**src/hw/rtl/efwd_pkg.sv**
```systemverilog
// shared types and constants for the escaped frame word deframer
package efwd_pkg;

  // framing bytes
  localparam logic [7:0] START_BYTE = 8'hAA;
  localparam logic [7:0] ESC_BYTE   = 8'hBB;
  localparam logic [7:0] STOP_BYTE  = 8'hCC;
  localparam logic [7:0] SUM_INVERT = 8'hFF;

  // value limit register
  localparam int unsigned     LIMIT_W     = 7;
  localparam logic [LIMIT_W-1:0] LIMIT_CAP   = 7'd64;
  localparam logic [LIMIT_W-1:0] LIMIT_RESET = 7'd40;

  // result field widths
  localparam int unsigned VALUE_W  = 16;
  localparam int unsigned INDEX_W  = 6;
  localparam int unsigned STATUS_W = 2;

  // frame-end status codes
  localparam logic [STATUS_W-1:0] STATUS_OK       = 2'd0;
  localparam logic [STATUS_W-1:0] STATUS_SUM_FAIL = 2'd1;
  localparam logic [STATUS_W-1:0] STATUS_LEN_FAIL = 2'd2;
  localparam logic [STATUS_W-1:0] STATUS_OVERFLOW = 2'd3;

  // byte class found by the front end
  typedef enum logic [1:0] {
    KIND_DATA,
    KIND_START,
    KIND_ESC,
    KIND_STOP
  } kind_t;

  // one classified byte as held in the queue
  typedef struct packed {
    logic [7:0] rx_byte;
    kind_t      kind;
  } item_t;

endpackage

```
**src/hw/rtl/efwd_front.sv**
```systemverilog
// front end: accepts received bytes, classifies them and queues them
module efwd_front (
  input  logic              clk,
  input  logic              rst_n,
  input  logic              in_valid,
  output logic              in_stall,
  input  logic [7:0]        in_rx_byte,
  output logic              q_valid,
  output efwd_pkg::item_t   q_item,
  input  logic              q_pop
);

  efwd_pkg::item_t mem_r [2];
  logic            wr_ptr_r, wr_ptr_nxt;
  logic            rd_ptr_r, rd_ptr_nxt;
  logic [1:0]      count_r, count_nxt;
  efwd_pkg::item_t new_item;
  logic            push;

  // classify the incoming byte
  always_comb begin
    new_item.rx_byte = in_rx_byte;
    if (in_rx_byte == efwd_pkg::START_BYTE) begin
      new_item.kind = efwd_pkg::KIND_START;
    end else if (in_rx_byte == efwd_pkg::ESC_BYTE) begin
      new_item.kind = efwd_pkg::KIND_ESC;
    end else if (in_rx_byte == efwd_pkg::STOP_BYTE) begin
      new_item.kind = efwd_pkg::KIND_STOP;
    end else begin
      new_item.kind = efwd_pkg::KIND_DATA;
    end
  end

  // two-entry queue control
  assign in_stall = (count_r == 2'd2);
  assign push     = in_valid && !in_stall;
  assign q_valid  = (count_r != 2'd0);
  assign q_item   = mem_r[rd_ptr_r];

  always_comb begin
    wr_ptr_nxt = push  ? ~wr_ptr_r : wr_ptr_r;
    rd_ptr_nxt = q_pop ? ~rd_ptr_r : rd_ptr_r;
    count_nxt  = count_r + {1'b0, push} - {1'b0, q_pop};
  end

  always_ff @(posedge clk) begin
    if (!rst_n) begin
      wr_ptr_r <= 1'b0;
      rd_ptr_r <= 1'b0;
      count_r  <= 2'd0;
    end else begin
      wr_ptr_r <= wr_ptr_nxt;
      rd_ptr_r <= rd_ptr_nxt;
      count_r  <= count_nxt;
    end
  end

  // queue storage
  always_ff @(posedge clk) begin
    if (push) begin
      mem_r[wr_ptr_r] <= new_item;
    end
  end

endmodule

```
**src/hw/rtl/efwd_back.sv**
```systemverilog
// back end: frame state machine, checksum, word assembly and result register
module efwd_back (
  input  logic                           clk,
  input  logic                           rst_n,
  input  logic                           cfg_wr_en,
  input  logic [efwd_pkg::LIMIT_W-1:0]   cfg_wr_data,
  input  logic                           q_valid,
  input  efwd_pkg::item_t                q_item,
  output logic                           q_pop,
  output logic                           out_valid,
  input  logic                           out_stall,
  output logic [efwd_pkg::VALUE_W-1:0]   out_word_value,
  output logic [efwd_pkg::INDEX_W-1:0]   out_word_index,
  output logic                           out_frame_end,
  output logic [efwd_pkg::STATUS_W-1:0]  out_frame_status
);

  typedef enum logic [1:0] {
    PH_HUNT,
    PH_LEN,
    PH_BODY
  } phase_t;

  phase_t                          phase_r, phase_nxt;
  logic                            esc_r, esc_nxt;
  logic                            odd_r, odd_nxt;
  logic [7:0]                      prev_r, prev_nxt;
  logic [7:0]                      sum_r, sum_nxt;
  logic [efwd_pkg::LIMIT_W-1:0]    adv_r, adv_nxt;
  logic [efwd_pkg::LIMIT_W-1:0]    rcv_r, rcv_nxt;
  logic [efwd_pkg::LIMIT_W-1:0]    limit_r;
  logic [efwd_pkg::LIMIT_W-1:0]    limit_eff;
  logic [7:0]                      data_byte;
  logic [7:0]                      rx_sum;

  logic                            res_valid;
  logic [efwd_pkg::VALUE_W-1:0]    res_value;
  logic [efwd_pkg::INDEX_W-1:0]    res_index;
  logic                            res_end;
  logic [efwd_pkg::STATUS_W-1:0]   res_status;

  logic                            out_valid_r, out_valid_nxt;
  logic [efwd_pkg::VALUE_W-1:0]    value_r;
  logic [efwd_pkg::INDEX_W-1:0]    index_r;
  logic                            end_r;
  logic [efwd_pkg::STATUS_W-1:0]   status_r;

  // take a queued byte whenever the result register can move
  assign q_pop = q_valid && (!out_valid_r || !out_stall);

  assign limit_eff = (limit_r > efwd_pkg::LIMIT_CAP) ? efwd_pkg::LIMIT_CAP : limit_r;
  assign data_byte = esc_r ? (q_item.rx_byte ^ efwd_pkg::ESC_BYTE) : q_item.rx_byte;
  assign rx_sum    = esc_r ? (prev_r ^ efwd_pkg::SUM_INVERT) : prev_r;

  // per-byte frame update
  always_comb begin
    phase_nxt  = phase_r;
    esc_nxt    = esc_r;
    odd_nxt    = odd_r;
    prev_nxt   = q_item.rx_byte;
    sum_nxt    = sum_r;
    adv_nxt    = adv_r;
    rcv_nxt    = rcv_r;
    res_valid  = 1'b0;
    res_value  = '0;
    res_index  = '0;
    res_end    = 1'b0;
    res_status = efwd_pkg::STATUS_OK;
    unique case (phase_r)
      PH_HUNT: begin
        if (q_item.kind == efwd_pkg::KIND_START) begin
          phase_nxt = PH_LEN;
          esc_nxt   = 1'b0;
          odd_nxt   = 1'b0;
          sum_nxt   = '0;
          adv_nxt   = '0;
          rcv_nxt   = '0;
        end
      end
      PH_LEN: begin
        sum_nxt   = q_item.rx_byte;
        adv_nxt   = q_item.rx_byte[7:1];
        phase_nxt = PH_BODY;
      end
      PH_BODY: begin
        priority if (q_item.kind == efwd_pkg::KIND_ESC) begin
          esc_nxt = 1'b1;
        end else if (q_item.kind == efwd_pkg::KIND_STOP) begin
          res_valid = 1'b1;
          res_end   = 1'b1;
          if (rx_sum != sum_r) begin
            res_status = efwd_pkg::STATUS_SUM_FAIL;
          end else if (rcv_r != adv_r) begin
            res_status = efwd_pkg::STATUS_LEN_FAIL;
          end else begin
            res_status = efwd_pkg::STATUS_OK;
          end
          phase_nxt = PH_HUNT;
          esc_nxt   = 1'b0;
          odd_nxt   = 1'b0;
        end else begin
          esc_nxt  = 1'b0;
          prev_nxt = data_byte;
          if (odd_r) begin
            res_valid = 1'b1;
            odd_nxt   = 1'b0;
            if (rcv_r >= limit_eff) begin
              // too many values: abort the frame
              res_end    = 1'b1;
              res_status = efwd_pkg::STATUS_OVERFLOW;
              phase_nxt  = PH_HUNT;
            end else begin
              sum_nxt   = sum_r + data_byte + prev_r;
              res_value = {prev_r, data_byte};
              res_index = rcv_r[efwd_pkg::INDEX_W-1:0];
              rcv_nxt   = rcv_r + 7'd1;
            end
          end else begin
            odd_nxt = 1'b1;
          end
        end
      end
      default: begin
        phase_nxt = PH_HUNT;
      end
    endcase
  end

  // result register valid
  always_comb begin
    if (q_pop) begin
      out_valid_nxt = res_valid;
    end else if (out_valid_r && out_stall) begin
      out_valid_nxt = 1'b1;
    end else begin
      out_valid_nxt = 1'b0;
    end
  end

  // control state, limit register and result register
  always_ff @(posedge clk) begin
    if (!rst_n) begin
      phase_r     <= PH_HUNT;
      esc_r       <= 1'b0;
      odd_r       <= 1'b0;
      prev_r      <= '0;
      sum_r       <= '0;
      adv_r       <= '0;
      rcv_r       <= '0;
      limit_r     <= efwd_pkg::LIMIT_RESET;
      out_valid_r <= 1'b0;
      value_r     <= '0;
      index_r     <= '0;
      end_r       <= 1'b0;
      status_r    <= efwd_pkg::STATUS_OK;
    end else begin
      if (q_pop) begin
        phase_r <= phase_nxt;
        esc_r   <= esc_nxt;
        odd_r   <= odd_nxt;
        prev_r  <= prev_nxt;
        sum_r   <= sum_nxt;
        adv_r   <= adv_nxt;
        rcv_r   <= rcv_nxt;
      end
      if (cfg_wr_en) begin
        limit_r <= cfg_wr_data;
      end
      out_valid_r <= out_valid_nxt;
      // result payload
      if (q_pop && res_valid) begin
        value_r  <= res_value;
        index_r  <= res_index;
        end_r    <= res_end;
        status_r <= res_status;
      end
    end
  end

  assign out_valid        = out_valid_r;
  assign out_word_value   = value_r;
  assign out_word_index   = index_r;
  assign out_frame_end    = end_r;
  assign out_frame_status = status_r;

endmodule

```
**src/hw/rtl/escaped_frame_word_deframer_core.sv**
```systemverilog
// top level of the escaped frame word deframer
// Takes one received byte per cycle while in_stall is low, hunts for frames
// opened by 0xAA, unstuffs bytes escaped by 0xBB, and returns each big-endian
// 16-bit word with its index, then one frame-end status word on 0xCC (ok,
// checksum fail, length fail) or an overflow abort once the configured value
// limit is passed. The back end sets the rate: it updates the frame state once
// per byte and pops a byte whenever its result register is free or being taken.
// A two-entry byte queue separates intake from result delivery, and a result is
// registered as its byte is popped. The user must write the value limit (reset 40,
// above 64 acts as 64) only while the block is idle; the block does not enforce it.
module escaped_frame_word_deframer_core (
  input  logic                           clk,
  input  logic                           rst_n,
  input  logic                           cfg_wr_en,
  input  logic [efwd_pkg::LIMIT_W-1:0]   cfg_wr_data,
  input  logic                           in_valid,
  output logic                           in_stall,
  input  logic [7:0]                     in_rx_byte,
  output logic                           out_valid,
  input  logic                           out_stall,
  output logic [efwd_pkg::VALUE_W-1:0]   out_word_value,
  output logic [efwd_pkg::INDEX_W-1:0]   out_word_index,
  output logic                           out_frame_end,
  output logic [efwd_pkg::STATUS_W-1:0]  out_frame_status
);

  logic            q_valid;
  logic            q_pop;
  efwd_pkg::item_t q_item;

  // byte intake and queue
  efwd_front u_front (
    .clk        (clk),
    .rst_n      (rst_n),
    .in_valid   (in_valid),
    .in_stall   (in_stall),
    .in_rx_byte (in_rx_byte),
    .q_valid    (q_valid),
    .q_item     (q_item),
    .q_pop      (q_pop)
  );

  // frame processing and results
  efwd_back u_back (
    .clk              (clk),
    .rst_n            (rst_n),
    .cfg_wr_en        (cfg_wr_en),
    .cfg_wr_data      (cfg_wr_data),
    .q_valid          (q_valid),
    .q_item           (q_item),
    .q_pop            (q_pop),
    .out_valid        (out_valid),
    .out_stall        (out_stall),
    .out_word_value   (out_word_value),
    .out_word_index   (out_word_index),
    .out_frame_end    (out_frame_end),
    .out_frame_status (out_frame_status)
  );

endmodule
```
**config.mk**
```make
export PLATFORM = sky130hd
export DESIGN_NAME = escaped_frame_word_deframer_core
export DESIGN_NICKNAME = d
export VERILOG_FILES = /design/src/hw/rtl/efwd_pkg.sv /design/src/hw/rtl/efwd_front.sv /design/src/hw/rtl/efwd_back.sv /design/src/hw/rtl/escaped_frame_word_deframer_core.sv
export SDC_FILE = /design/constraint.sdc
export NUM_CORES = 1
export LEC_CHECK = 0
export ABC_AREA = 0
export ABC_CLOCK_PERIOD_IN_PS = 5110
export BUFFER_PORTS_ARGS = -buffer_cell sky130_fd_sc_hd__buf_2
export CORE_UTILIZATION = 49
export CTS_BUF_LIST = sky130_fd_sc_hd__clkbuf_4
export CTS_CLUSTER_DIAMETER = 30
export DETAILED_ROUTE_END_ITERATION = 12
export GPL_TIMING_DRIVEN = 0
export PLACE_DENSITY = 0.74
export SLEW_MARGIN = 0
export SYNTH_ARGS = -nofsm -noshare
export SYNTH_HDL_FRONTEND = slang
export SYNTH_SLANG_ARGS = --single-unit
```
**constraint.sdc**
```tcl
create_clock -name clk -period 5.11 [get_ports clk]
set_input_delay 1.2775 -clock clk [delete_from_list [all_inputs] [get_ports clk]]
set_output_delay 1.2775 -clock clk [all_outputs]
set_load 0.005 [all_outputs]
```
* Word level (Yosys, flattened, before mapping)
Memory sizes are Yosys's and may differ from the RTL's. A register that Yosys moved wholly into a read port is not among the register bits.
Index checks and enable logic that the tools add are counted.
** Word-level totals
- Output and inout port bits :: 27
- Bits in writable memories :: 20
- Bits in registers :: 71
- Bits of input ports :: 20
- Memories :: 1
** Cells by class
- Bitwise operators :: 4
- Mux-type cells :: 67
- Eq/ne operators :: 18
- $add $sub $neg :: 5
- Magnitude comparators :: 2
- Reduce and logical (&&, ||, !) cells :: 19
** Memory list
- u_front.mem_r :: words 2, bits a word 10, rd ports 1, clocked after Yosys merged registers in 1, write ports 1, line efwd_front.sv:13 : efwd_pkg::item_t mem_r [2];
** Operators with widths (count)
- $mux 16 :: 5
- $mux 8 :: 10
- $mux 7 :: 6
- $mux 2 :: 15
- $mux 6 :: 5
- $pmux 7 s2 :: 2
- $eq 8x8->1 const B :: 3
- $pmux 8 s3 :: 1
- $mux 1 :: 20
- $add 8x8->8 :: 2
- $reduce_and 7->1 :: 2
- $eq 2x2->1 const B :: 4
- $ne 8x8->1 :: 1
- $not 8->8 :: 1
- $add 7x1->7 const B :: 1
- $ge 7x7->1 :: 1
- $gt 7x7->1 const B :: 1
- $ne 7x7->1 :: 1
- $ne 2x2->1 const B :: 3
- $ne 3x1->1 const B :: 2
- $not 6->6 :: 1
- $pmux 2 s3 :: 1
- $reduce_and 3->1 :: 2
- $reduce_bool 2->1 :: 3
- other kinds (13) :: 22

* Longest topological paths before layout
- Depth after elaboration :: 9
- Gate-level depth with buffers :: 14

* Hierarchy
A second synthesis with hierarchy kept.
** Unflattened totals
- Cells, all modules :: 472
- Area, all modules :: 4712.0 um^2
** By module, submodules not included
- efwd_back :: cells each 407, area an instance 3702.3 um^2, times used 1
- efwd_front :: cells each 65, area an instance 1009.7 um^2, times used 1

* Least setup slack after synthesis
Ideal clock, no wire load.
- Kind :: reg2reg
- Start point :: register (tool-made name)
- End point :: register u_back.sum_r[7]
- Slack :: 2.095 ns
- Period minus slack after synthesis :: 3.015 ns
- Stages on the path, launching flop included :: 15
- Arrival time :: 2.928 ns
- Setup time :: 0.087 ns
- Cell sequence :: dfxtp_1 > buf_6 > mux2i_1 > xor2_1 > fa_1 > inv_1 > ha_1 > inv_1 > fa_1 > nor2b_1 > o31a_1 > o22ai_1 > xnor2_1 > a22oi_1 > o31ai_1
** RTL lines
- end signal, assigned :: line efwd_back.sv:162 : sum_r <= sum_nxt;
- end, declared :: line efwd_back.sv:28 : logic [7:0] sum_r, sum_nxt;

==> implementation parameters <==
Parameter                              Value

Power
  Worst IR drop on VDD ... 0.275 mV
  Cell leakage power ... 2.15 nW
  Pwr/cell area ... 396 nW/µm²

Min path
  Min-Delay Path Class ... reg2reg

Routing
  Iteration count of the initial detailed-routing pass ... 5
  Routed WL per cell ... 16.3 µm
  Via density per instance ... 5.48
  DRC viols ... 0
  Number of DRC violations after detailed-routing iteration 0 ... 273
  Final wirelength ... 11300 µm
  Total vias in the final route ... 3795
  Antenna-violating nets left ... 0

Synthesis
  Unique cell type count in the Yosys netlist ... 61
  Number of synthesized register bits ... 92
  Register area share after synthesis ... 41.8%
  Ys Warns ... 0
  Post-synthesis cell count ... 499
  Proportion of synthesized flip-flops having asynchronous set or reset ... 0%
  Net count of the mapped netlist ... 547
  Number of enable-type register cells in the synthesized netlist ... 20
  Predominant post-synthesis flop cell ... sky130_fd_sc_hd__dfxtp_1
  Share of the synthesized area in the top cell type ... 29.5%
  Mean instance size in the synthesized netlist ... 9.78 µm²
  Area leader, netlist ... sky130_fd_sc_hd__dfxtp_1
  Biggest area contributors in the synthesized netlist ... sky130_fd_sc_hd__dfxtp_1 30%, sky130_fd_sc_hd__edfxtp_1 12%, sky130_fd_sc_hd__nor2b_1 5.3%, sky130_fd_sc_hd__ha_1 5.1%, sky130_fd_sc_hd__xnor2_1 4.1%
  Cell area after synthesis ... 4880 µm²

Place
  Standard cell area after detailed placement ... 5270 µm²
  GPL Wtd Cong ... 0.894
  Half-perimeter wire length after detailed placement ... 8560 µm
  Number of buffer cells added on primary ports ... 45
  Post-placement worst setup slack ... 1.54 ns

Timing
  Setup repair after global routing missed its margin ... false
  Max Slew Vio Count ... 0
  Slew Limit Headroom ... 43.6%
  Final Hold Vio Count ... 0
  Setup skew after layout ... 0.0187 ns
  Fin crit period ... 3.64 ns
  Transition time at the pin with the least slew margin ... 0.843 ns
  Final setup fails ... 0
  Setup TNS Final ... 0 ns
  Highest achievable clock rate ... 275 MHz
  PnR worst setup slack ... 1.47 ns
  Share of the clock period used by the worst path ... 71.2%

Clock tree
  Count of buffers added by post-CTS timing repair for setup ... 0
  CTS sink count ... 92
  Count of instances resized after the clock tree is built ... 0
  Hold-fix buffer count after cts ... 0
  Clock slew at the register clock pins of the worst setup and hold paths ... 0.16 ns
  Cell at the root of the clock tree ... sky130_fd_sc_hd__clkbuf_4
  Clk Latency, worst-skew pair ... 0.45 ns
  Maximum buffer depth of the clock tree ... 2
  Level count of the clock H-tree ... 3
  Number of clock buffers inserted by TritonCTS ... 9
  Clock tree from TritonCTS ... yes

Worst setup path
  Delay contributed by the slowest stage of the critical path ... 0.64 ns
  Setup crit end kind ... flip-flop
  Crit Path Class ... reg2reg
  Arrival time at the worst endpoint ... 4.02 ns
  Cell with the largest stage delay on the worst path ... sky130_fd_sc_hd__mux2i_1
  Data required time at the worst endpoint ... 5.49 ns
  Element type at the critical path start ... flip-flop
  Critical path, cell by cell ... buf_6 > mux2i_1 > xor2_1 > fa_1 > inv_1 > ha_1 > nor2b_1 > o31a_1 > o22ai_1 > xnor2_1 > a22oi_1 > o31ai_1
  Critical path peak fanout ... 10

Die
  Horizontal die dimension ... 102 µm
  I/O pin count ... 47
  DIE HEIGHT ... 102 µm
  Rows ... 36
  Die outline area ... 10400 µm²
  Core Region ... 9730 µm²
  Effective utilization at floorplan ... 50.2%

Layout
  # diodes ... 0
  Area overhead of the layout relative to synthesis ... 11.0%
  Non-Filler Cell Area, Final ... 5420 µm²
  Post-layout nets ... 603
  # fillers ... 895
  Share of layout cells above drive strength 1 ... 15.9%
  Utilization after layout ... 55.7%

Global route
  Global-route wire length before repair ... 18400 µm
  Overall overflow remaining after global route ... 0
  Maximum number of pins on one net before global-route repair ... 18
  Antenna violations before repair ... 0
  Via count of the first global-routing pass ... 3640
  Total track usage ... 23.6%

Job
  Number of maximum-capacitance constraint violations ... 0

Status
  Result of the run ... finished, final reports clean
-- layout by cell type, fill, tap and decap left out, types with 12 or more instances in the layout --
cell type,instances
sky130_fd_sc_hd__dfxtp_1,72
sky130_fd_sc_hd__nand2_1,36
sky130_fd_sc_hd__mux2i_1,16
sky130_fd_sc_hd__a22oi_1,24
sky130_fd_sc_hd__and2_1,12
sky130_fd_sc_hd__nand3_1,15
sky130_fd_sc_hd__inv_1,34
sky130_fd_sc_hd__nor2_1,20
sky130_fd_sc_hd__ha_1,20
sky130_fd_sc_hd__xnor2_1,23
sky130_fd_sc_hd__xor2_1,18
sky130_fd_sc_hd__clkbuf_1,12
sky130_fd_sc_hd__a21oi_1,14
sky130_fd_sc_hd__buf_2,51
sky130_fd_sc_hd__o21ai_0,17
sky130_fd_sc_hd__edfxtp_1,20
sky130_fd_sc_hd__nor2b_1,41
-- sequential cells by signal, summed over array words and instances (netlist names), 6 cells and up, named ones only --
signal / count
u_back.limit_r: 7
u_back.adv_r: 7
u_back.out_word_value: 16
u_back.sum_r: 8
u_front.mem_r: 20
u_back.rcv_r: 7
u_back.prev_r: 8
u_back.out_word_index: 6
-- Yosys cell counts (12+ instances only) --
cell,n
sky130_fd_sc_hd__dfxtp_1,72
sky130_fd_sc_hd__inv_1,34
sky130_fd_sc_hd__nand2_1,36
sky130_fd_sc_hd__nor2b_1,41
sky130_fd_sc_hd__clkbuf_1,12
sky130_fd_sc_hd__mux2i_1,16
sky130_fd_sc_hd__ha_1,20
sky130_fd_sc_hd__a22oi_1,24
sky130_fd_sc_hd__a21oi_1,14
sky130_fd_sc_hd__edfxtp_1,20
sky130_fd_sc_hd__xnor2_1,23
sky130_fd_sc_hd__nand3_1,15
sky130_fd_sc_hd__xor2_1,18
sky130_fd_sc_hd__o21ai_0,17
sky130_fd_sc_hd__and2_1,12
sky130_fd_sc_hd__nor2_1,20
-- where the power goes --
part | internal (mW) | switching, mW | total, mW
clock | 0.157 | 0.268 | 0.425
sequential | 0.815 | 0.0611 | 0.876
combinational | 0.332 | 0.514 | 0.847
-- metrics by stage --
step / hold slack [ns] / std cells / power (mW)
5_1_grt: 0.511 / 693 / 2.30
3_3_place_gp: 0.461 / 677 / 1.69
4_1_cts: 0.497 / 693 / 2.16
3_5_place_dp: 0.471 / 677 / 1.73
6_report: 0.494 / 693 / 2.15
2_1_floorplan: 0.441 / 499 / 1.51
-- per-layer routing --
| layer | GRT usage [%] | share of wire, % | vias to the layer above |
|---|---|---|---|
| li1 | - | - | 1852 |
| met1 | 31.8 | 45 | 1797 |
| met2 | 38.5 | 48 | 133 |
| met3 | 3.52 | 6.2 | 13 |
| met4 | 8.25 | 1.1 | 0 |
| met5 | 0 | 0 | - |
-- critical path: cells and delay by family (launching register included) --
kind	cells	cell delay, ns
flops	1	0.42
simple gates	1	0.16
fa+ha+maj	2	0.91
mux	1	0.64
buf+inv	2	0.23
xor+xnor	2	0.42
compound gates	4	0.79
-- logic make-up (layout without fill, tap and decap cells) --
logic type               after synthesis  after routing  share of synthesized area (%)
AND/OR/NAND/NOR                      157            157                           17.3
flip-flops                            92             92                           41.8
adder cells (fa/ha/maj)               28             28                           8.41
buffers and inverters                 59            120                           5.08
multiplexers                          22             22                           4.90
AO/OA/AOI/OAI                        100            100                           15.2
XOR/XNOR                              41             41                           7.36
-- path summary, 6_finish.rpt --
| check | from | slack [ns] | cells past startpoint | end |
|---|---|---|---|---|
| max | flip-flop | 1.47 | 12 | u_back.sum_r[7]$_SDFFE_PN0P_ |
| min | u_back.out_frame_status[0]$_SDFFE_PN0P_ | 0.49 | 2 | u_back.out_frame_status[0]$_SDFFE_PN0P_ |
| max reg2reg | flip-flop | 1.47 | 12 | u_back.sum_r[7]$_SDFFE_PN0P_ |
| min reg2reg | u_back.out_frame_status[0]$_SDFFE_PN0P_ | 0.49 | 2 | u_back.out_frame_status[0]$_SDFFE_PN0P_ |
-- final cells by class --
class                      count  area, µm²  share of cell area, %
buffer                        23        113                   2.08
inverter                      36        135                   2.49
sequential                    92       2040                   37.7
multi-input combinational    348       2590                   47.8
clock buffer                   9       67.6                   1.25
timing repair buffer          45        225                   4.16
clock inverter                 7       80.1                   1.48
tap                          133        166                   3.07
Power figures use the tool's default switching activity.
